## config.mk

```make
export PLATFORM = sky130hd
export DESIGN_NAME = aroc_ctrl_flat
export DESIGN_NICKNAME = d
export VERILOG_FILES = /design/src/hdl/aroc_pkg.sv /design/src/hdl/aroc_if.sv /design/src/hdl/aroc_ctrl.sv /design/src/flat_wrapper.sv
export SDC_FILE = /design/constraint.sdc
export NUM_CORES = 1
export LEC_CHECK = 0
export ABC_AREA = 1
export BUFFER_PORTS_ARGS = -buffer_cell sky130_fd_sc_hd__buf_2
export CORE_ASPECT_RATIO = 0.75
export CORE_MARGIN = 5
export CORE_UTILIZATION = 40
export CTS_CLUSTER_DIAMETER = 120
export CTS_CLUSTER_SIZE = 28
export DETAILED_ROUTE_END_ITERATION = 12
export PLACE_DENSITY = 0.71
export SYNTH_ARGS = -nofsm -noshare
export SYNTH_HDL_FRONTEND = slang
export SYNTH_SLANG_ARGS = --single-unit
```

## constraint.sdc

```tcl
create_clock -name clk -period 7.5 [get_ports clk]
set_input_delay 0 -clock clk [delete_from_list [all_inputs] [get_ports clk]]
set_output_delay 0 -clock clk [all_outputs]
set_load 0.1 [all_outputs]
```

## src/hdl/aroc_pkg.sv

```systemverilog
// shared types and constants for the accuraterip offset checksum core
package aroc_pkg;

	localparam int FRAME_W    = 29;
	localparam int TOTAL_W    = 28;
	localparam int RANGE_W    = 14;
	localparam int EDGE_W     = 16;
	localparam int V2OFF_W    = 13;
	localparam int SUM_W      = 32;
	localparam int SAMPLE_W   = 16;
	localparam int KIND_W     = 2;
	localparam int OFFSET_W   = 13;
	localparam int CFG_IDX_W  = 3;
	localparam int CFG_DATA_W = 28;

	localparam int CD_RATE    = 44100;
	localparam int SECTOR_DIV = 75;
	localparam int EDGE_SECT  = 5;
	localparam logic [EDGE_W-1:0] EDGE_RESET = EDGE_W'((CD_RATE / SECTOR_DIV) * EDGE_SECT);

	localparam int QDEPTH     = 8;
	localparam int QPTR_W     = 3;
	localparam int QCNT_W     = 4;
	localparam int PIPE_DEPTH = 4;
	localparam int PEND_W     = 3;

	typedef enum logic [KIND_W-1:0] {
		KIND_V1     = 2'd0,
		KIND_V2     = 2'd1,
		KIND_REJECT = 2'd2
	} kind_t;

	typedef enum logic [CFG_IDX_W-1:0] {
		REG_TOTAL_FRAMES = 3'd0,
		REG_FRAME_RANGE  = 3'd1,
		REG_FIRST_TRACK  = 3'd2,
		REG_LAST_TRACK   = 3'd3,
		REG_EDGE_FRAMES  = 3'd4,
		REG_V2_OFFSET    = 3'd5
	} reg_idx_t;

	typedef struct packed {
		logic [SUM_W-1:0]   start_m1;
		logic [TOTAL_W-1:0] end_frame;
	} cfg_view_t;

	typedef struct packed {
		logic                reject;
		logic                win;
		logic                tail;
		logic                a_ok;
		logic                a_fwd;
		logic                b_ok;
		logic                b_fwd;
		logic                v2_in;
		logic                emit;
		logic                base_hit;
		logic                is_final;
		logic [OFFSET_W-1:0] offset;
		logic [SUM_W-1:0]    sample;
		logic [FRAME_W-1:0]  idx;
		logic [FRAME_W-1:0]  v2_idx;
	} item_ctl_t;

	typedef struct packed {
		logic                reject;
		logic                v2;
		logic [OFFSET_W-1:0] offset;
		logic [SUM_W-1:0]    csum1;
		logic [SUM_W-1:0]    csum2;
	} res_entry_t;

endpackage

```

## src/hdl/aroc_if.sv

```systemverilog


interface aroc_cfg_if;
	logic                            valid;
	logic                            ready;
	logic [aroc_pkg::CFG_IDX_W-1:0]  index;
	logic [aroc_pkg::CFG_DATA_W-1:0] data;

	modport source(output valid, index, data, input ready);
	modport sink(input valid, index, data, output ready);
endinterface

```

## src/hdl/aroc_ctrl.sv

```systemverilog
// configuration registers, frame counters and fifo address control
module aroc_ctrl #(
	parameter int MAX_RANGE = 8192,
	parameter int AW        = 13
) (
	input  logic                          clk,
	input  logic                          arst_n,
	aroc_cfg_if.sink                      cfg,
	input  logic                          accept,
	input  logic [aroc_pkg::SAMPLE_W-1:0] left_sample,
	input  logic [aroc_pkg::SAMPLE_W-1:0] right_sample,
	output logic                          lead_we,
	output logic [AW-1:0]                 lead_waddr,
	output logic                          trail_we,
	output logic [AW-1:0]                 trail_waddr,
	output logic [aroc_pkg::SUM_W-1:0]    wdata,
	output logic [AW-1:0]                 raddr,
	output aroc_pkg::cfg_view_t           cfg_view,
	output logic                          valid_s1,
	output aroc_pkg::item_ctl_t           ctl_s1
);

	localparam int RNG_W = ($clog2(MAX_RANGE + 1) > aroc_pkg::RANGE_W) ?
		$clog2(MAX_RANGE + 1) : aroc_pkg::RANGE_W;
	localparam int FW = aroc_pkg::FRAME_W;
	localparam int TW = aroc_pkg::TOTAL_W;

	logic [TW-1:0]                  total_q;
	logic [aroc_pkg::RANGE_W-1:0]   range_q;
	logic                           first_q;
	logic                           last_q;
	logic [aroc_pkg::EDGE_W-1:0]    edge_q;
	logic [aroc_pkg::V2OFF_W-1:0]   v2off_q;

	logic [FW-1:0]                  index_q;
	logic [AW-1:0]                  lc_q;
	logic [AW-1:0]                  tc_q;
	logic [FW-1:0]                  v2_idx_q;
	logic [aroc_pkg::V2OFF_W-1:0]   v2_skip_q;

	logic [TW-1:0]                  tot;
	logic [RNG_W-1:0]               rng;
	logic [AW-1:0]                  cap;
	logic [FW-1:0]                  final_i;
	logic [aroc_pkg::EDGE_W-1:0]    start;
	logic [TW-1:0]                  end_frame;
	logic                           reject;
	logic                           after_start;
	logic                           lead_wr;
	logic                           trail_wr;
	logic [FW-1:0]                  rel;
	logic [AW-1:0]                  rd;
	logic [AW-1:0]                  lc_new;
	logic [AW-1:0]                  tc_new;
	logic                           v2_run;
	logic [FW-1:0]                  v2_eff;
	logic [aroc_pkg::SUM_W-1:0]     sample;
	aroc_pkg::item_ctl_t            ctl_d;

	assign cfg.ready = 1'b1;

	always_comb begin
		tot = (total_q == '0) ? TW'(1) : total_q;
		if (range_q == '0) begin
			rng = RNG_W'(1);
		end else if (RNG_W'(range_q) > RNG_W'(MAX_RANGE)) begin
			rng = RNG_W'(MAX_RANGE);
		end else begin
			rng = RNG_W'(range_q);
		end
		cap     = AW'(rng - RNG_W'(1));
		final_i = FW'(tot) + FW'(rng) - FW'(1);
		start   = first_q ? edge_q : aroc_pkg::EDGE_W'(1);
		if (last_q) begin
			end_frame = (tot >= TW'(edge_q)) ? tot - TW'(edge_q) : '0;
		end else begin
			end_frame = tot;
		end
		reject      = index_q > final_i;
		after_start = index_q >= FW'(start);
		lead_wr     = !reject && after_start && (lc_q < cap);
		trail_wr    = !reject && (index_q > FW'(end_frame)) && (tc_q < cap);
		rel         = index_q - FW'(tot);
		rd          = AW'(rel - FW'(1));
		lc_new      = lc_q + AW'(lead_wr);
		tc_new      = tc_q + AW'(trail_wr);
		v2_run      = v2_skip_q == '0;
		v2_eff      = (FW'(v2off_q) < FW'(cap)) ? FW'(v2off_q) : FW'(cap);
		sample      = {right_sample, left_sample};
	end

	always_comb begin
		ctl_d.reject   = reject;
		ctl_d.win      = after_start && (index_q <= FW'(end_frame));
		ctl_d.tail     = index_q > FW'(tot);
		ctl_d.a_ok     = ctl_d.tail && (rd < lc_new);
		ctl_d.a_fwd    = lead_wr && (lc_q == rd);
		ctl_d.b_ok     = ctl_d.tail && (rd < tc_new);
		ctl_d.b_fwd    = trail_wr && (tc_q == rd);
		ctl_d.v2_in    = v2_run && (v2_idx_q >= FW'(start)) && (v2_idx_q <= FW'(end_frame));
		ctl_d.emit     = !reject && (index_q >= FW'(tot));
		ctl_d.base_hit = rel == v2_eff;
		ctl_d.is_final = index_q == final_i;
		ctl_d.offset   = rel[aroc_pkg::OFFSET_W-1:0];
		ctl_d.sample   = sample;
		ctl_d.idx      = index_q;
		ctl_d.v2_idx   = v2_idx_q;
	end

	assign lead_we            = accept && lead_wr;
	assign lead_waddr         = lc_q;
	assign trail_we           = accept && trail_wr;
	assign trail_waddr        = tc_q;
	assign wdata              = sample;
	assign raddr              = rd;
	assign cfg_view.start_m1  = aroc_pkg::SUM_W'(start) - aroc_pkg::SUM_W'(1);
	assign cfg_view.end_frame = end_frame;

	always_ff @(posedge clk or negedge arst_n) begin
		if (!arst_n) begin
			total_q   <= TW'(1);
			range_q   <= aroc_pkg::RANGE_W'(1);
			first_q   <= 1'b0;
			last_q    <= 1'b0;
			edge_q    <= aroc_pkg::EDGE_RESET;
			v2off_q   <= '0;
			index_q   <= FW'(1);
			lc_q      <= '0;
			tc_q      <= '0;
			v2_idx_q  <= FW'(1);
			v2_skip_q <= '0;
			valid_s1  <= 1'b0;
		end else begin
			valid_s1 <= accept;
			if (cfg.valid && cfg.ready) begin
				case (cfg.index)
					aroc_pkg::REG_TOTAL_FRAMES: total_q <= cfg.data[TW-1:0];
					aroc_pkg::REG_FRAME_RANGE:  range_q <= cfg.data[aroc_pkg::RANGE_W-1:0];
					aroc_pkg::REG_FIRST_TRACK:  first_q <= cfg.data[0];
					aroc_pkg::REG_LAST_TRACK:   last_q  <= cfg.data[0];
					aroc_pkg::REG_EDGE_FRAMES:  edge_q  <= cfg.data[aroc_pkg::EDGE_W-1:0];
					aroc_pkg::REG_V2_OFFSET: begin
						v2off_q   <= cfg.data[aroc_pkg::V2OFF_W-1:0];
						v2_skip_q <= cfg.data[aroc_pkg::V2OFF_W-1:0];
					end
					default: begin
					end
				endcase
			end
			if (accept && !reject) begin
				index_q <= index_q + FW'(1);
				if (lead_wr) begin
					lc_q <= lc_new;
				end
				if (trail_wr) begin
					tc_q <= tc_new;
				end
				if (v2_run) begin
					v2_idx_q <= v2_idx_q + FW'(1);
				end else begin
					v2_skip_q <= v2_skip_q - aroc_pkg::V2OFF_W'(1);
				end
			end
		end
	end

	always_ff @(posedge clk) begin
		ctl_s1 <= ctl_d;
	end

endmodule

```

## src/flat_wrapper.sv

```systemverilog
// flat-port wrapper written by rule: the top's interface ports become plain ports
module aroc_ctrl_flat 
#(
	parameter int MAX_RANGE = 8192,
	parameter int AW        = 13
)
  (clk, arst_n, accept, left_sample, right_sample, lead_we, lead_waddr, trail_we, trail_waddr, wdata, raddr, cfg_view, valid_s1, ctl_s1, cfg_valid, cfg_index, cfg_data, cfg_ready);
  aroc_cfg_if cfg_i ();
  input  logic clk;
  input  logic arst_n;
  input  logic accept;
  input  logic [aroc_pkg::SAMPLE_W-1:0] left_sample;
  input  logic [aroc_pkg::SAMPLE_W-1:0] right_sample;
  output logic lead_we;
  output logic [AW-1:0] lead_waddr;
  output logic trail_we;
  output logic [AW-1:0] trail_waddr;
  output logic [aroc_pkg::SUM_W-1:0] wdata;
  output logic [AW-1:0] raddr;
  output aroc_pkg::cfg_view_t cfg_view;
  output logic valid_s1;
  output aroc_pkg::item_ctl_t ctl_s1;
  input wire logic [$bits(cfg_i.valid)-1:0] cfg_valid;
  input wire logic [$bits(cfg_i.index)-1:0] cfg_index;
  input wire logic [$bits(cfg_i.data)-1:0] cfg_data;
  output wire logic [$bits(cfg_i.ready)-1:0] cfg_ready;
  assign cfg_i.valid = cfg_valid;
  assign cfg_i.index = cfg_index;
  assign cfg_i.data = cfg_data;
  assign cfg_ready = cfg_i.ready;
  aroc_ctrl #(.MAX_RANGE(MAX_RANGE), .AW(AW)) u_core (.clk(clk), .arst_n(arst_n), .cfg(cfg_i), .accept(accept), .left_sample(left_sample), .right_sample(right_sample), .lead_we(lead_we), .lead_waddr(lead_waddr), .trail_we(trail_we), .trail_waddr(trail_waddr), .wdata(wdata), .raddr(raddr), .cfg_view(cfg_view), .valid_s1(valid_s1), .ctl_s1(ctl_s1));
endmodule
```

### After elaboration in Yosys (flattened, before gate mapping)

Cells that the tools add are included.

| operators by class | value |
|---|---|
| add/subtract/negate cells | 12 |
| order comparisons | 15 |
| equality and inequality tests | 9 |
| multiplexer cells | 11 |
| reductions and logical operators | 29 |

Operator list:

| operator | count |
|---|---|
| $mux 28 | 3 |
| $lt 13x13->1 | 5 |
| $mux 13 | 5 |
| $add 29x1->29 const B | 2 |
| $ge 29x16->1 | 2 |
| $gt 29x28->1 | 2 |
| $le 29x28->1 | 2 |
| $sub 13x1->13 const B | 3 |
| $add 28x14->29 | 1 |
| $eq 29x13->1 | 1 |
| $eq 29x29->1 | 1 |
| $ge 29x28->1 | 1 |
| $gt 29x29->1 | 1 |
| $sub 29x1->29 const B | 1 |
| $sub 29x28->29 | 1 |
| $ge 28x16->1 | 1 |
| $logic_not 28->1 | 1 |
| $mux 14 | 2 |
| $sub 28x16->28 | 1 |
| $add 13x1->13 | 2 |
| $eq 13x13->1 | 2 |
| $reduce_and 2->1 | 9 |
| $sub 16x1->17 const B | 1 |
| $mux 16 | 1 |
| other kinds (9) | 25 |

| word-level totals | value |
|---|---|
| register bits after elaboration | 285 |
| bits of input ports | 67 |
| output and inout bits | 249 |
| logic and storage cells | 103 |

### Depth between registers and ports, before layout

| logic depth | value |
|---|---|
| depth in word-level cells | 12 |
| mapped depth | 54 |
| gate-level depth less buffers | 53 |

### Worst setup path after synthesis

No wires, ideal clock.

| timing path | value |
|---|---|
| path kind | reg2reg |
| from | register u_core.total_q[27] |
| to | register, netlist name u_core.ctl_s1[108] |
| arrival time | 8.565 ns |
| data required time | 7.408 ns |
| slack | -1.157 ns |
| cell stages (with the launch flop) | 46 |
| period minus slack after synthesis | 8.657 ns |
| cell sequence | dfrtp_1 > inv_1 > ha_1 > inv_1 > nor4_1 > nand2_1 > nor3_1 > nor2_1 > ha_1 > fa_1 > o21ai_1 > a21oi_1 > o21ai_1 > a21oi_1 > inv_1 > nand4_1 > nand3_1 > nor2_2 > [10 not listed] > nor3_2 > ha_1 > nand2_1 > nor2_1 > inv_1 > nor3_2 > inv_1 > nor3_2 > nand3_1 > nor2_1 > xor2_1 > inv_1 > ha_1 > nand2_1 > inv_1 > o21ai_0 > nand2_1 > nor4_1 |

RTL lines:

| element | line | text |
|---|---|---|
| start, declared | aroc_ctrl.sv:28 | `logic [TW-1:0] total_q;` |
| start signal, assigned | aroc_ctrl.sv:137 | `aroc_pkg::REG_TOTAL_FRAMES: total_q <= cfg.data[TW-1:0];` |

==> impl_metrics.yaml <==
pwr:
  sw_frac_of_total: 0.591
  irDropWorstVdd_uv: 496
  clock_power_share: 0.088
  p_int_mw: 4.33
  combPwrFrac: 0.721
  power_per_cell_area_nw_per_um2: 390
  p_sw_mw: 6.26
  leakage_nw: 14.1
  p_seq_frac: 0.191
  total_power_mw: 10.6
setup_path:
  worstPathArrival_ns: 7.72
  crit_end: "u_core.ctl_s1[108]"
  reg2regPathDepth: 49
  start_kind: "flop"
  worstSetupStartpoint: "u_core.total_q[26]"
  critPathKind: "flop to flop"
  crit-reg2reg-launch: "u_core.total_q[26]"
  worstReg2RegEnd: "u_core.ctl_s1[108]"
  critPathMaxStageDelay_ns: 0.41
  critPathMaxFanout: 15
  slowest_stage: "dfrtp_1"
  r2r_slack_ns: 0.22
  cp.required_ns: 7.94
  cp-end-kind: "flop"
drt:
  vias_per_cell: 5.21
  vias: 22100
  drtIter0Drc: 2288
  drt-met1-wl_microns: 35300
  dr_wl_met3_microns: 8000
  ant_nets: 0
  wl_met2_microns: 31800
  first_pass_iters: 6
  drc: 0
  top_layer: "met5"
  post_drt_wl_per_cell_microns: 18.2
  wirelength_microns: 77100
synthesis:
  ys_warn_count: 0
  synth_area_leaders: "dfrtp_1 18%, ha_1 16%, nand2_1 12%"
  synthCells: 3042
  avgSynthCellArea_sq_um: 7.29
  yosysUniqueCellTypes: 67
  synth_edf_count: 0
  yosysTopAreaCell: "dfrtp_1"
  ys_ff_latch: 285
  synth_top_flop_cell: "dfrtp_1"
  synth_area_sq_um: 22200
  synthArstFlopShare: 0.600
  yosysSeqAreaShare: 0.296
  synth_nets: 3404
  netlist.area_leader.share: 0.179
timing:
  hold_ws_ns: 0.0315
  fin_ws_ns: 0.222
  setup_violations: 0
  rsz0062_at_grt: "true"
  min_period_ns: 7.28
  max_freq_ghz: 0.137
  fin_worst_skew_ns: 0.0258
  max_slew_margin: 0.320
  final_hold_viol_count: 0
  timing.final.crit_share: 0.970
  slew_violations: 0
  tightestPinTransition_ns: 1.01
floorplanning:
  start_util: 0.406
  dieArea_sq_um: 60300
  io_pins: 316
  num_rows: 74
  coreArea_sq_um: 54600
  die_h_microns: 214
  die-width_microns: 282
clocking:
  cts-root-buf: "clkbuf_16"
  cts.clk_slew.worst_paths_ns: 0.13
  cts_buffers: 14
  htreeDepth: 1
  insertion_delay_ns: 0.55
  clock_path_buffers: 3
  clock_sinks: 285
  cts_tree: "done"
global_routing:
  antenna_found_initial: 2
  grt_pass1_wl_microns: 117000
  gr-usage-all-layers: 0.243
  grt.overflow.total: 0
  first_global_vias: 20100
  grt_max_degree: 71
cells_and_area:
  final_layout_size_suffix_gt1_frac: 0.197
  final_util: 0.498
  antenna_cells: 0
  area_growth_pct: 22.5
  final_common_cell: "nand2_1"
  layout_common_cells: "669 x nand2_1, 411 x inv_1, 314 x buf_2"
  nets: 3868
place:
  portBuffers: 314
  hpwl_microns: 62200
  finalWeightedCongestion: 0.997
  preCtsSetupSlack_ns: -0.401
hold_path:
  hold_class: "input pin to async pin"
outcome:
  status: "finished clean"
flow_run:
  cap_violations: 0
power groups by stage:
stage	Combinational [mW]	Sequential (mW)	Clock (mW)
after floorplan	4.82	2.63	0
after global placement	7.14	2.04	0
after detailed placement	7.21	2.04	0
after CTS	7.30	2.01	0.949
after global routing	8.25	2.05	0.997
final	7.64	2.02	0.933
routing by layer:
layer	vias up	track usage
met4	2	0.0556
met2	908	0.351
met5	-	0
li1	10900	-
met3	97	0.0712
met1	10200	0.358
worst min path at each step:
stage,start,cells after the start,slack (ns),to
after floorplan,arst_n,0,-0.30,u_core.edge_q[0]
after global placement,arst_n,1,0.05,u_core.valid_s1
after detailed placement,arst_n,1,0.04,u_core.valid_s1
after CTS,arst_n,2,0.04,u_core.trail_waddr[7]
after global routing,arst_n,2,0.08,u_core.trail_waddr[5]
final,arst_n,2,0.03,u_core.trail_waddr[7]
state kept, by name, summed over array words and instances (netlist names):
name                count
u_core.edge_q          16
u_core.lead_waddr      13
u_core.v2off_q         13
u_core.valid_s1         1
u_core.ctl_s1         114
u_core.v2_skip_q       13
u_core.last_q           1
u_core.range_q         14
u_core.index_q         29
u_core.first_q          1
u_core.total_q         28
u_core.v2_idx_q        29
u_core.trail_waddr     13
what timing repair did:
| action | CTS | global route |
|---|---|---|
| buffers inserted | 0 | 12 |
| gates resized for setup | 12 | 115 |
| cloned | 0 | 1 |
| hold endpoints to repair | 177 | 0 |
| pin swaps | 1 | 55 |
| hold buffers | 68 | 0 |
| setup endpoints to repair | 2 | 5 |
logic make-up (layout without fill, tap and decap cells):
logic type	Yosys count	after routing	synth area share
XOR/XNOR	157	157	0.0661
adder cells (fa/ha/maj)	295	295	0.167
buffers and inverters	546	1018	0.102
AND/OR/NAND/NOR	1302	1302	0.253
AO/OA/AOI/OAI	455	455	0.114
flip-flops	285	285	0.296
multiplexers	1	1	0.000508
other	1	1	0.000169
final cells by class:
class / count / area [sq um]
Tap cell: 722 / 903
Inverter: 440 / 1660
Multi-Input combinational cell: 2211 / 14000
Sequential cell: 285 / 6580
Fill cell: 5338 / 27400
Clock inverter: 5 / 31.3
Clock buffer: 19 / 400
Timing Repair Buffer: 554 / 3570
cells in the mapped netlist, types with 4 or more instances:
| cell | number |
|---|---|
| a21boi_0 | 4 |
| nand3_1 | 165 |
| nand3_2 | 4 |
| xor2_1 | 105 |
| dfrtp_1 | 159 |
| o21a_1 | 9 |
| a31oi_1 | 14 |
| a21oi_1 | 175 |
| o22ai_1 | 13 |
| buf_4 | 49 |
| nand4_1 | 57 |
| clkbuf_1 | 47 |
| nand3b_1 | 9 |
| nor3_1 | 59 |
| o221ai_1 | 4 |
| dfstp_2 | 12 |
| o21ai_1 | 21 |
| o211ai_1 | 10 |
| inv_1 | 423 |
| o2111ai_1 | 5 |
| nor2_1 | 257 |
| nor3_2 | 6 |
| o21ai_0 | 158 |
| xor2_2 | 4 |
| o41ai_1 | 5 |
| ha_1 | 292 |
| nand2_1 | 683 |
| xnor2_1 | 43 |
| a211oi_1 | 6 |
| buf_2 | 8 |
| dfxtp_1 | 114 |
| inv_2 | 14 |
| nor4_1 | 25 |
| o21bai_1 | 10 |
| nand2_2 | 13 |
per-stage QoR:
step	TNS [ns]	area, sq um	instances
floorplan	0	22400	3042
CTS	0	26600	4223
global route	-0.538	27200	4236
finish	0	27200	4236
detailed placement	-0.621	25500	4131
global placement	-0.248	25500	4131
critical path: cells and delay by family (launching register included):
kind / cells / cell delay [ns]
and+or+nand+nor: 21 / 2.51
adders and majority gates: 6 / 1.42
AOI/OAI and AO/OA: 9 / 1.33
buffers and inverters: 12 / 1.29
DFF: 1 / 0.41
xor gates and xnor gates: 1 / 0.16
Power figures use the tool's default switching activity.
