File: src/hdl/aroc_pkg.sv
// shared types and constants for the accuraterip offset checksum core
package aroc_pkg;

	localparam int FRAME_W    = 29;
	localparam int TOTAL_W    = 28;
	localparam int RANGE_W    = 14;
	localparam int EDGE_W     = 16;
	localparam int V2OFF_W    = 13;
	localparam int SUM_W      = 32;
	localparam int SAMPLE_W   = 16;
	localparam int KIND_W     = 2;
	localparam int OFFSET_W   = 13;
	localparam int CFG_IDX_W  = 3;
	localparam int CFG_DATA_W = 28;

	localparam int CD_RATE    = 44100;
	localparam int SECTOR_DIV = 75;
	localparam int EDGE_SECT  = 5;
	localparam logic [EDGE_W-1:0] EDGE_RESET = EDGE_W'((CD_RATE / SECTOR_DIV) * EDGE_SECT);

	localparam int QDEPTH     = 8;
	localparam int QPTR_W     = 3;
	localparam int QCNT_W     = 4;
	localparam int PIPE_DEPTH = 4;
	localparam int PEND_W     = 3;

	typedef enum logic [KIND_W-1:0] {
		KIND_V1     = 2'd0,
		KIND_V2     = 2'd1,
		KIND_REJECT = 2'd2
	} kind_t;

	typedef enum logic [CFG_IDX_W-1:0] {
		REG_TOTAL_FRAMES = 3'd0,
		REG_FRAME_RANGE  = 3'd1,
		REG_FIRST_TRACK  = 3'd2,
		REG_LAST_TRACK   = 3'd3,
		REG_EDGE_FRAMES  = 3'd4,
		REG_V2_OFFSET    = 3'd5
	} reg_idx_t;

	typedef struct packed {
		logic [SUM_W-1:0]   start_m1;
		logic [TOTAL_W-1:0] end_frame;
	} cfg_view_t;

	typedef struct packed {
		logic                reject;
		logic                win;
		logic                tail;
		logic                a_ok;
		logic                a_fwd;
		logic                b_ok;
		logic                b_fwd;
		logic                v2_in;
		logic                emit;
		logic                base_hit;
		logic                is_final;
		logic [OFFSET_W-1:0] offset;
		logic [SUM_W-1:0]    sample;
		logic [FRAME_W-1:0]  idx;
		logic [FRAME_W-1:0]  v2_idx;
	} item_ctl_t;

	typedef struct packed {
		logic                reject;
		logic                v2;
		logic [OFFSET_W-1:0] offset;
		logic [SUM_W-1:0]    csum1;
		logic [SUM_W-1:0]    csum2;
	} res_entry_t;

endpackage

File: src/hdl/aroc_if.sv


interface aroc_out_if;
	logic                          valid;
	logic                          ready;
	logic [aroc_pkg::KIND_W-1:0]   kind;
	logic [aroc_pkg::OFFSET_W-1:0] offset;
	logic [aroc_pkg::SUM_W-1:0]    checksum;
	logic                          last;

	modport source(output valid, kind, offset, checksum, last, input ready);
	modport sink(input valid, kind, offset, checksum, last, output ready);
endinterface


File: src/hdl/aroc_outq.sv
// result queue that splits each frame's entry into result transactions
module aroc_outq (
	input  logic                        clk,
	input  logic                        arst_n,
	input  logic                        push,
	input  aroc_pkg::res_entry_t        entry,
	aroc_out_if.source                  results,
	output logic [aroc_pkg::QCNT_W-1:0] count
);

	aroc_pkg::res_entry_t          q_mem [aroc_pkg::QDEPTH];
	logic [aroc_pkg::QPTR_W-1:0]   wr_ptr_q;
	logic [aroc_pkg::QPTR_W-1:0]   rd_ptr_q;
	logic [aroc_pkg::QCNT_W-1:0]   count_q;
	logic                          phase_q;
	aroc_pkg::res_entry_t          head;
	logic                          take;
	logic                          final_sub;
	logic                          pop;

	assign head      = q_mem[rd_ptr_q];
	assign take      = results.valid && results.ready;
	assign final_sub = head.reject || !head.v2 || phase_q;
	assign pop       = take && final_sub;
	assign count     = count_q;

	always_comb begin
		results.valid = count_q != '0;
		if (head.reject) begin
			results.kind     = aroc_pkg::KIND_REJECT;
			results.offset   = '0;
			results.checksum = '0;
			results.last     = 1'b0;
		end else if (phase_q) begin
			results.kind     = aroc_pkg::KIND_V2;
			results.offset   = '0;
			results.checksum = head.csum2;
			results.last     = 1'b1;
		end else begin
			results.kind     = aroc_pkg::KIND_V1;
			results.offset   = head.offset;
			results.checksum = head.csum1;
			results.last     = 1'b0;
		end
	end

	always_ff @(posedge clk) begin
		if (push) begin
			q_mem[wr_ptr_q] <= entry;
		end
	end

	always_ff @(posedge clk or negedge arst_n) begin
		if (!arst_n) begin
			wr_ptr_q <= '0;
			rd_ptr_q <= '0;
			count_q  <= '0;
			phase_q  <= 1'b0;
		end else begin
			if (push) begin
				wr_ptr_q <= wr_ptr_q + aroc_pkg::QPTR_W'(1);
			end
			if (pop) begin
				rd_ptr_q <= rd_ptr_q + aroc_pkg::QPTR_W'(1);
				phase_q  <= 1'b0;
			end else if (take) begin
				phase_q <= 1'b1;
			end
			count_q <= count_q + aroc_pkg::QCNT_W'(push) - aroc_pkg::QCNT_W'(pop);
		end
	end

endmodule

File: src/flat_wrapper.sv
// flat-port wrapper written by rule: the top's interface ports become plain ports
module aroc_outq_flat 
  (clk, arst_n, push, entry, count, results_valid, results_kind, results_offset, results_checksum, results_last, results_ready);
  aroc_out_if results_i ();
  input  logic clk;
  input  logic arst_n;
  input  logic push;
  input  aroc_pkg::res_entry_t entry;
  output logic [aroc_pkg::QCNT_W-1:0] count;
  output wire logic [$bits(results_i.valid)-1:0] results_valid;
  output wire logic [$bits(results_i.kind)-1:0] results_kind;
  output wire logic [$bits(results_i.offset)-1:0] results_offset;
  output wire logic [$bits(results_i.checksum)-1:0] results_checksum;
  output wire logic [$bits(results_i.last)-1:0] results_last;
  input wire logic [$bits(results_i.ready)-1:0] results_ready;
  assign results_valid = results_i.valid;
  assign results_kind = results_i.kind;
  assign results_offset = results_i.offset;
  assign results_checksum = results_i.checksum;
  assign results_last = results_i.last;
  assign results_i.ready = results_ready;
  aroc_outq u_core (.clk(clk), .arst_n(arst_n), .push(push), .entry(entry), .results(results_i), .count(count));
endmodule
File: config.mk
export PLATFORM = sky130hd
export DESIGN_NAME = aroc_outq_flat
export DESIGN_NICKNAME = d
export VERILOG_FILES = /design/src/hdl/aroc_pkg.sv /design/src/hdl/aroc_if.sv /design/src/hdl/aroc_outq.sv /design/src/flat_wrapper.sv
export SDC_FILE = /design/constraint.sdc
export NUM_CORES = 1
export LEC_CHECK = 0
export CORE_ASPECT_RATIO = 0.7
export CORE_UTILIZATION = 55
export DETAILED_ROUTE_END_ITERATION = 8
export DONT_BUFFER_PORTS = 1
export PLACE_DENSITY = 0.83
export SLEW_MARGIN = 20
export SYNTH_ARGS = -nofsm -noshare
export SYNTH_HDL_FRONTEND = slang
export SYNTH_SLANG_ARGS = --single-unit
File: constraint.sdc
create_clock -name clk -period 6.3 [get_ports clk]
set_clock_uncertainty 0.2 [all_clocks]
set_input_delay 1.26 -clock clk [delete_from_list [all_inputs] [get_ports clk]]
set_output_delay 1.26 -clock clk [all_outputs]
set_load 0.005 [all_outputs]
[After elaboration in Yosys (flattened, before gate mapping)]
Memories as Yosys holds them, arrays and structs flattened.
Index checks and enable logic that the tools add are counted.
Storage, ports and cells
  output and inout bits: 53
  word-level logic and storage cells: 28
  register bits: 11
  memories: 1
  bits in writable memories: 632
  bits of input ports: 83
Memories
  u_core.q_mem: words 8, width 79, rd ports 1, clocked after Yosys merged registers in 0, write ports 1, RTL line aroc_outq.sv:11  | aroc_pkg::res_entry_t q_mem [aroc_pkg::QDEPTH];
Operators by class
  mux-type cells: 12
  add/subtract/negate cells: 4
  reduce and logical (&&, ||, !) cells: 7
Operator list (count)
  $mux 32: 2
  $mux 13: 2
  $mux 1: 7
  $add 3x1->3 const B: 2
  $add 4x1->4: 1
  $reduce_bool 4->1: 1
  $sub 4x1->4: 1
  $logic_and 1x1->1: 2
  $logic_or 1x1->1: 2
  $mux 2: 1
  $reduce_bool 2->1: 1
  $logic_not 1->1: 1

[Longest topological paths before layout]
Gate-level depths: netlist of the first run.
An unclocked memory read counts as a cell.
  word-level depth: 6
  mapped depth: 10
  mapped depth without buffers: 9

[Worst setup path after synthesis of the first run]
OpenSTA, ideal clock, no wires.
  path kind: input port to flip-flop
  start point: input push
  end point: memory u_core.q_mem[0][0] (netlist name), enable pin
  arrival: 6.710 ns
  path slack: -1.224 ns
  required time: 5.487 ns
  library setup time: 0.613 ns
  stages on the path: 2
  buffers on the path: 0
  path through: nand2b_1 -> nor3_1
Between the ends
  word-level cells in the longest chain between the ends: 2
RTL lines
  start, declared: RTL line flat_wrapper.sv:7  | input logic push;
  $mux 1: RTL line aroc_outq.sv:48  | if (push) begin
  $mux 1 (implied by the code): RTL line aroc_outq.sv:49  | q_mem[wr_ptr_q] <= entry;
  end, declared: RTL line aroc_outq.sv:11
No other way between the ends.

[Worst setup path in the final report of the first run]
  start point: register u_core.rd_ptr_q[0] (netlist name)
  end point: output results_checksum[11]
Between the ends
  word-level cells in the longest chain between the ends: 3
RTL lines
  start, declared: RTL line aroc_outq.sv:13  | logic [aroc_pkg::QPTR_W-1:0] rd_ptr_q;
  start signal, assigned: RTL line aroc_outq.sv:64  | rd_ptr_q <= rd_ptr_q + aroc_pkg::QPTR_W'(1);
  $mem_v2 8x79 (*)
  $mux 32: RTL line aroc_outq.sv:34  | end else if (phase_q) begin
  $mux 32 (*): RTL line aroc_outq.sv:29  | if (head.reject) begin
  end, declared: RTL line flat_wrapper.sv:13  | output wire logic [$bits(results_i.checksum)-1:0] results_checksum;
Mark *: on every way between the ends. The rest lies on a longest branch, timed or not.

==> results.yml, run 1 <==
run_status:
  status: "finished clean"
timing:
  sum_neg_setup_slack_ns: 0
  fin_ws_ns: 1.30
  final_report_max_slew_violation_count: 0
  final_worst_hold_slack_ns: 0.173
  period_share_pct: 79.4
  achievable_frequency_ghz: 0.200
  hold_viol_final: 0
  timing.final.crit_period_ns: 5.00
  slew_headroom_pct: 31.2
  timing_worst_slew_pin_value_ns: 1.03
  report.final.setup_viol: 0
  grt_setup_unrepaired: "no"
synth:
  dominantRegCellSynth: "edfxtp_1"
  yosysWarningCount: 0
  postSynth.asyncResetShare_pct: 1.71
  postSynthRegisterBits: 643
  synth.lib_cells_used.distinct: 31
  synth.yosys.seq_area_share_pct: 78.2
  synth.top_cells.by_area: "edfxtp_1 (77%), mux4_2 (16%), mux2i_1 (1.2%), dfrtp_1 (1.1%), a211oi_1 (0.85%)"
  postSynthAreaPerCell_um2: 24.0
  mappedNetlistArea_um2: 24600
  synth_largest_type_area_fraction_pct: 77.1
  post_synth_edffs: 632
  synth.net_count: 1117
  synthesis.instances: 1027
  yosysTopAreaCell: "edfxtp_1"
die:
  core_um2: 43900
  die_y_um: 179
  pin_count: 136
  die_w_um: 255
  die_area_um2: 45600
  initial_core_util_pct: 56.1
  placement_rows: 64
grt:
  number_of_antenna_violations_at_the_first_check_in_global_routing: 0
  grt_start_max_net_pins: 102
  number_of_global_route_vias_before_repair: 11100
  grtUsageTotal_pct: 21.5
  grt_pass1_wl_um: 71300
  global_route.overflow_total: 0
clock_tree:
  numCtsBuffers: 56
  clock-sinks: 643
  post_cts.repair.setup_buffers: 0
  cts_hold_buf: 0
  clk-insertion-delay-late_ns: 0.57
  cts_repair_resize_count: 0
  clock-root-buffer: "clkbuf_16"
  htreeDepth: 2
  clock_tree_from_tritoncts: "built"
  cts.reportedPaths.clkPinSlew_ns: 0.06
  maximum_clock_path_buffer_count: 3
routing:
  total_wirelength_um: 47700
  viasPerCell: 6.23
  dr_total_vias: 10500
  drc: 0
  routedWlPerCell_um: 28.2
  first_iter_violations: 952
  drtPass1Iterations: 6
  ant_nets: 0
final_layout:
  antenna_cells_inserted: 0
  final_layout_size_suffix_gt1_share_pct: 27.2
  finish.utilization_pct: 61.9
  nets: 1139
  layout.cell_area.non_filler_um2: 27200
  layout.cells.non_filler: 1690
  fillCellCount: 2907
  area_growth_syn_to_layout_pct: 10.5
power_and_ir_drop:
  total_leakage_power_nw: 8.48
  irDropWorstVdd_mv: 0.254
  post-layout-total-power_mw: 12.5
  powerDensity_nw_per_um2: 460
placement:
  pre_cts_slack_ns: 1.91
  hpwlAfterDp_um: 25300
  number_of_input_and_output_port_buffers_inserted: 0
  globalplace.congestion: 0.712
  dpl.cell_count: 1585
  placed_standard_cell_area_um2: 25300
critical_path:
  start_kind: "flop"
  timing.critical_path.to_type: "output port"
  worst_ep_arrival_ns: 3.54
  cp.required_ns: 4.84
  setup.reg_to_reg.worst_slack_ns: 2.16
  critPathMaxFanout: 101
  class_of_the_most_critical_setup_path: "flop to output port"
worst_hold_path:
  min-delay-path-class: "input pin to asynchronous set/reset pin"
job:
  cap_viol_max_count: 0
[synth_stat cells (2+ instances only)]
library cell	n
a211oi_1	28
buf_1	3
buf_2	19
buf_4	8
clkbuf_1	25
dfrtp_1	11
edfxtp_1	632
ha_1	6
inv_1	6
mux2_2	3
mux2i_1	29
mux4_2	176
nand2_1	4
nand2b_1	3
nor2_1	22
nor2b_1	32
nor3_1	2
xnor2_1	4
xor2_1	2
[placed cells by master, fill, tap and decap left out, types with 7 or more instances in the layout]
master | synthesis | layout
nor2b_1 | 32 | 32
dfrtp_1 | 11 | 7
buf_4 | 8 | 17
mux2i_1 | 29 | 29
mux4_2 | 176 | 176
nor2_1 | 22 | 16
clkinv_2 | 0 | 14
clkbuf_1 | 25 | 11
bufinv_16 | 0 | 7
clkinv_1 | 0 | 10
clkbuf_16 | 0 | 57
edfxtp_1 | 632 | 632
a211oi_1 | 28 | 28
[power breakdown]
part           total [mW]  switching [mW]  leakage, nW  internal (mW)
sequential           5.73           0.347         5.87           5.38
clock                3.44            1.49        0.906           1.95
combinational        3.33            1.75         1.71           1.58
total                12.5            3.58         8.48           8.91
[path summary, 6_finish.rpt]
path / start / end / cells past startpoint
worst max-delay path: u_core.rd_ptr_q[0] / results_checksum[11] / 4
worst min-delay path: arst_n / u_core.count[0] / 0
worst max register to register: u_core.rd_ptr_q[2] / u_core.count[3] / 9
worst min register to register: u_core.wr_ptr_q[1] / u_core.wr_ptr_q[1] / 1
max in group asynchronous: arst_n / u_core.rd_ptr_q[2] / 0
min in group clk: u_core.wr_ptr_q[1] / u_core.wr_ptr_q[1] / 1
[layer usage]
layer / vias to the layer above / global-route usage [%] / wire length, um
li1: 4415 / - / -
met1: 5683 / 30.6 / 19900
met2: 384 / 34.0 / 23300
met3: 54 / 5.72 / 3780
met4: 0 / 4.69 / 679
met5: - / 0 / 0
[worst max-delay path: stages (launching register included)]
cell and delay [ns]:
dfrtp_4 0.79, buf_12 0.52, mux4_2 0.64, mux4_2 0.48
nor2b_1 0.19
[cell type report]
cell class                 count  area [um2]  area share, %
clock buffer                  68        1470           5.40
clock inverter                37         369           1.36
inverter                       6        22.5         0.0829
multi-input combinational    322        5130           18.9
sequential                   643       19300           70.9
tap                          594         743           2.73
timing repair buffer          20         188          0.690
[sequential cells by signal, summed over array words and instances, names as in the netlist]
register	cells
u_core.count	4
u_core.phase_q	1
u_core.q_mem	632
u_core.rd_ptr_q	3
u_core.wr_ptr_q	3
[kinds of logic (layout without fill, tap and decap cells)]
family,count (synthesis),after routing,share of synthesized area (%)
buf+inv,62,131,1.19
xor+xnor,6,6,0.214
fa+ha+maj,7,7,0.386
mux,208,208,17.4
compound gates,35,35,1.11
flops,643,643,78.2
simple gates,66,66,1.42
No activity file was read; power rests on OpenSTA's default activity.
==> run 2, diff against run 1 <==
clock period = 4.2 ns   (was 6.3 ns; I/O delays follow)
==> results.yml, run 2 (synthesized netlist as in run 1, its figures left out) <==
run_status:
  status: "finished clean"
critical_path:
  critical_path.slowest_cell: "dfrtp_4"
  critPathMostFrequentCell: "buf_4"
  worst_ep_arrival_ns: 2.95
  critPathMaxFanout: 47
  start_kind: "flop"
  class_of_the_most_critical_setup_path: "flop to output port"
  cp.required_ns: 3.16
  timing.critical_path.to_type: "output port"
  crit_chain: "mux2_2 > buf_4 > a211oi_1 > buf_4"
  crit_path_max_incr_delay_ns: 0.87
die:
  die_w_um: 255
  die_area_um2: 45600
  core_um2: 43900
  pin_count: 136
  initial_core_util_pct: 56.1
  die_y_um: 179
  placement_rows: 64
timing:
  timing.final.crit_period_ns: 3.99
  period_share_pct: 95.0
  slew_headroom_pct: 39.9
  achievable_frequency_ghz: 0.251
  final_worst_hold_slack_ns: 0.135
  report.final.setup_viol: 0
  hold_viol_final: 0
  timing_worst_slew_pin_value_ns: 0.902
  final_report_max_slew_violation_count: 0
  sum_neg_setup_slack_ns: 0
  grt_setup_unrepaired: "no"
routing:
  dr_total_vias: 10700
  viasPerCell: 6.27
  first_iter_violations: 919
  drtPass1Iterations: 7
  total_wirelength_um: 48200
  ant_nets: 0
  routedWlPerCell_um: 28.4
  drc: 0
final_layout:
  layout_commonest_cell: "edfxtp_1"
  layout.cell_area.non_filler_um2: 27200
  fillCellCount: 2876
  finish.utilization_pct: 62.1
  largest-register: "u_core.q_mem"
  sequential_cell_area_um2: 19300
  nets: 1154
  area_growth_syn_to_layout_pct: 10.7
  multi_input_comb_area_um2: 5130
  final_layout_size_suffix_gt1_share_pct: 27.0
  layout.cells.most_common_list: "edfxtp_1 (632), mux4_2 (176), clkbuf_16 (57), nor2b_1 (32), mux2i_1 (29)"
  largest_register_ff_count: 632
job:
  cap_viol_max_count: 0
power_and_ir_drop:
  powerDensity_nw_per_um2: 684
  post-layout-total-power_mw: 18.6
  total_leakage_power_nw: 8.51
  irDropWorstVdd_mv: 0.569
clock_tree:
  clock-root-buffer: "clkbuf_16"
  clock_tree_from_tritoncts: "built"
  cts_repair_resize_count: 0
  htreeDepth: 2
  cts.reportedPaths.clkPinSlew_ns: 0.06
  clk-insertion-delay-late_ns: 0.59
  clock-sinks: 643
  numCtsBuffers: 56
  maximum_clock_path_buffer_count: 3
grt:
  grtUsageTotal_pct: 21.8
  global_route.overflow_total: 0
  number_of_antenna_violations_at_the_first_check_in_global_routing: 0
  grt_pass1_wl_um: 71300
  number_of_global_route_vias_before_repair: 11200
  grt_start_max_net_pins: 59
placement:
  number_of_input_and_output_port_buffers_inserted: 0
  placed_standard_cell_area_um2: 25500
  globalplace.congestion: 0.698
  hpwlAfterDp_um: 26300
worst_hold_path:
  min-delay-path-class: "input pin to flop"
-- run 2: final timing paths --
check | start | end | slack (ns) | cells after the start
setup / recovery | u_core.rd_ptr_q[1] | results_checksum[16] | 0.21 | 4
hold / removal | push | u_core.wr_ptr_q[0] | 0.14 | 1
setup reg to reg | u_core.rd_ptr_q[1] | u_core.count[3] | 0.78 | 8
hold reg to reg | u_core.wr_ptr_q[1] | u_core.wr_ptr_q[1] | 0.38 | 1
max in group asynchronous | arst_n | u_core.rd_ptr_q[1] | 2.86 | 1
min in group asynchronous | arst_n | u_core.count[3] | 0.49 | 1
-- run 2: critical path: cells and delay by family, from the launching register on --
family                 cells  cell delay [ns]
AOI/OAI and AO/OA          1             0.41
buffers and inverters      2             0.49
DFF                        1             0.87
muxes                      1             0.59
-- run 2: repair_timing --
action	in CTS	in global routing
hold buffers	1	0
endpoints found under the setup margin	2	0
setup buffers	2	0
hold endpoints to repair	11	0
-- run 2: layout make-up --
cell class | count | area share (%)
Clock inverter | 30 | 0.868
Tap cell | 594 | 2.73
Timing Repair Buffer | 35 | 1.34
Inverter | 6 | 0.0827
Multi-Input combinational cell | 322 | 18.8
Antenna cell | 1 | 0.00919
Clock buffer | 69 | 5.40
Sequential cell | 643 | 70.7
-- run 2: stage by stage --
stage / cells / setup WS (ns)
floorplan: 1027 / -0.783
global placement: 1597 / 0.622
detailed placement: 1597 / 0.605
CTS: 1699 / 0.157
global route: 1699 / 0.0600
finish: 1700 / 0.209
-- run 2: report_power, final --
| group | internal (mW) | total, mW | switching [mW] |
|---|---|---|---|
| logic | 2.51 | 5.31 | 2.80 |
| clock network | 2.71 | 4.84 | 2.13 |
| registers | 8.08 | 8.47 | 0.398 |
| total | 13.3 | 18.6 | 5.33 |
-- run 2: layer usage --
metal	up-vias	global-route usage, %	wire, um
li1	4441	-	-
met1	5704	29.8	19000
met2	437	35.1	23900
met3	76	5.78	4240
met4	0	5.99	1080
met5	-	0	0
==> run 3, diff against run 2 <==
CORE_ASPECT_RATIO = 1.75   (was 0.7)
RECOVER_POWER = 100   (was unset)
==> results.yml, run 3 (synthesized netlist as in run 1, its figures left out) <==
critical_path:
  cp.buffers_inverters: 1
  start_kind: "flop"
  timing.critical_path.to_type: "output port"
  setup.reg_to_reg.worst_slack_ns: 0.32
  crit_path_max_incr_delay_ns: 0.78
  timing.reg2reg.worst_path_depth: 3
  critical-path-top-delay-family: "multiplexers"
  worst_ep_arrival_ns: 3.06
  critical_path.startpoint: "u_core.rd_ptr_q[1]"
  critical_path.slowest_cell: "dfrtp_4"
  crit_chain: "buf_8 > mux4_2 > mux4_2 > nor2b_1"
  critPathMaxFanout: 71
  cp.required_ns: 3.16
  critPathMostFrequentCell: "mux4_2"
  worst-path-stages: 4
  class_of_the_most_critical_setup_path: "flop to output port"
  timing.rr.start: "u_core.wr_ptr_q[1]"
routing:
  dr_total_vias: 10500
  drtPass1Iterations: 5
  drc: 0
  total_wirelength_um: 47700
  first_iter_violations: 774
  viasPerCell: 6.30
  routedWlPerCell_um: 28.5
  ant_nets: 0
run_status:
  violated_checks: "max-capacitance violations, max-slew violations"
  status: "finished, violations left"
final_layout:
  layout_commonest_cell: "edfxtp_1"
  fillCellCount: 3009
  layout.cells.most_common_list: "edfxtp_1 (632), mux4_2 (176), clkbuf_16 (57), nor2b_1 (32), mux2i_1 (29)"
  antenna_cells_inserted: 0
  layout.cell_area.non_filler_um2: 27100
  sequential_cell_area_um2: 19300
  nets: 1143
  area_growth_syn_to_layout_pct: 10.1
  final_layout_size_suffix_gt1_share_pct: 25.9
  largest_register_ff_count: 632
  finish.utilization_pct: 61.3
  largest-register: "u_core.q_mem"
  multi_input_comb_area_um2: 5050
clock_tree:
  numCtsBuffers: 55
  clock_tree_from_tritoncts: "built"
  cts.reportedPaths.clkPinSlew_ns: 0.07
  htreeDepth: 2
  clock-root-buffer: "clkbuf_16"
  clk-insertion-delay-late_ns: 0.58
  maximum_clock_path_buffer_count: 3
  clock-sinks: 643
power_and_ir_drop:
  powerDensity_nw_per_um2: 690
  post-layout-total-power_mw: 18.7
  power_frac_seq_pct: 45.5
  power.switching_mw: 5.27
  p_int_mw: 13.4
  total_leakage_power_nw: 8.47
  power_switching_share_pct: 28.2
  power.share.clock_pct: 27.2
  comb_power_share_pct: 27.3
  irDropWorstVdd_mv: 0.464
grt:
  number_of_global_route_vias_before_repair: 11500
  global_route.overflow_total: 0
  grt_pass1_wl_um: 71000
  grtUsageTotal_pct: 21.7
  grt_start_max_net_pins: 87
  number_of_antenna_violations_at_the_first_check_in_global_routing: 0
timing:
  report.final.setup_viol: 0
  hold_viol_final: 0
  slew_headroom_pct: -74.8
  grt_setup_unrepaired: "no"
  final_worst_hold_slack_ns: 0.146
  achievable_frequency_ghz: 0.244
  sum_neg_setup_slack_ns: 0
  timing.final.crit_period_ns: 4.10
  period_share_pct: 97.5
  timing_worst_slew_pin_value_ns: 2.62
  final_report_max_slew_violation_count: 351
placement:
  number_of_input_and_output_port_buffers_inserted: 0
  placed_standard_cell_area_um2: 25500
  hpwlAfterDp_um: 26400
  globalplace.congestion: 0.705
die:
  initial_core_util_pct: 55.7
  die_y_um: 282
  die_area_um2: 45600
  pin_count: 136
  die_w_um: 162
  core_um2: 44200
  placement_rows: 102
worst_hold_path:
  timing.hold.worst.start: "entry[38]"
  worst_hold_path.num_cells: 0
  min-delay-path-class: "input pin to flop"
job:
  cap_viol_max_count: 8
[run 3: through the flow]
stage                     cells  setup slack, ns
after floorplan            1027           -0.783
after global placement     1567            0.733
after detailed placement   1567            0.724
after CTS                  1670           0.0840
after global routing       1670           0.0238
final                      1670            0.104
[run 3: repair_timing]
item / CTS / global route
resized for setup: 0 / 1
hold endpoints to repair: 11 / 0
endpoints found under the setup margin: 0 / 1
hold buffers: 1 / 0
buffers inserted: 0 / 0
[run 3: power groups by stage]
stage          Combinational (mW)  Sequential, mW  Clock (mW)
3_3_place_gp                 5.26            8.51           0
2_1_floorplan                4.06            8.44           0
5_1_grt                      5.47            8.56        5.40
4_1_cts                      5.35            8.46        5.18
3_5_place_dp                 5.31            8.59           0
6_report                     5.11            8.49        5.08
[run 3: layout make-up]
type                       instances  area share, %
timing repair buffer              25          0.795
clock inverter                    32           1.25
tap                              572           2.64
multi-input combinational        322           18.7
clock buffer                      70           5.45
inverter                           6         0.0832
sequential                       643           71.1
[run 3: final timing paths]
path / endpoint
setup / recovery: results_checksum[23]
min in group asynchronous: u_core.count[1]
setup reg to reg: u_core.q_mem[4][57]
hold reg to reg: u_core.wr_ptr_q[2]
max in group asynchronous: u_core.rd_ptr_q[0]
hold / removal: u_core.q_mem[0][38]
[run 3: per-layer routing]
layer / vias to the layer above / GRT usage (%) / part of all wire [%]
met4: 0 / 7.64 / 3.0
li1: 4414 / - / -
met3: 86 / 4.88 / 6.9
met1: 5663 / 24.7 / 35
met2: 365 / 39.7 / 55
met5: - / 0 / 0
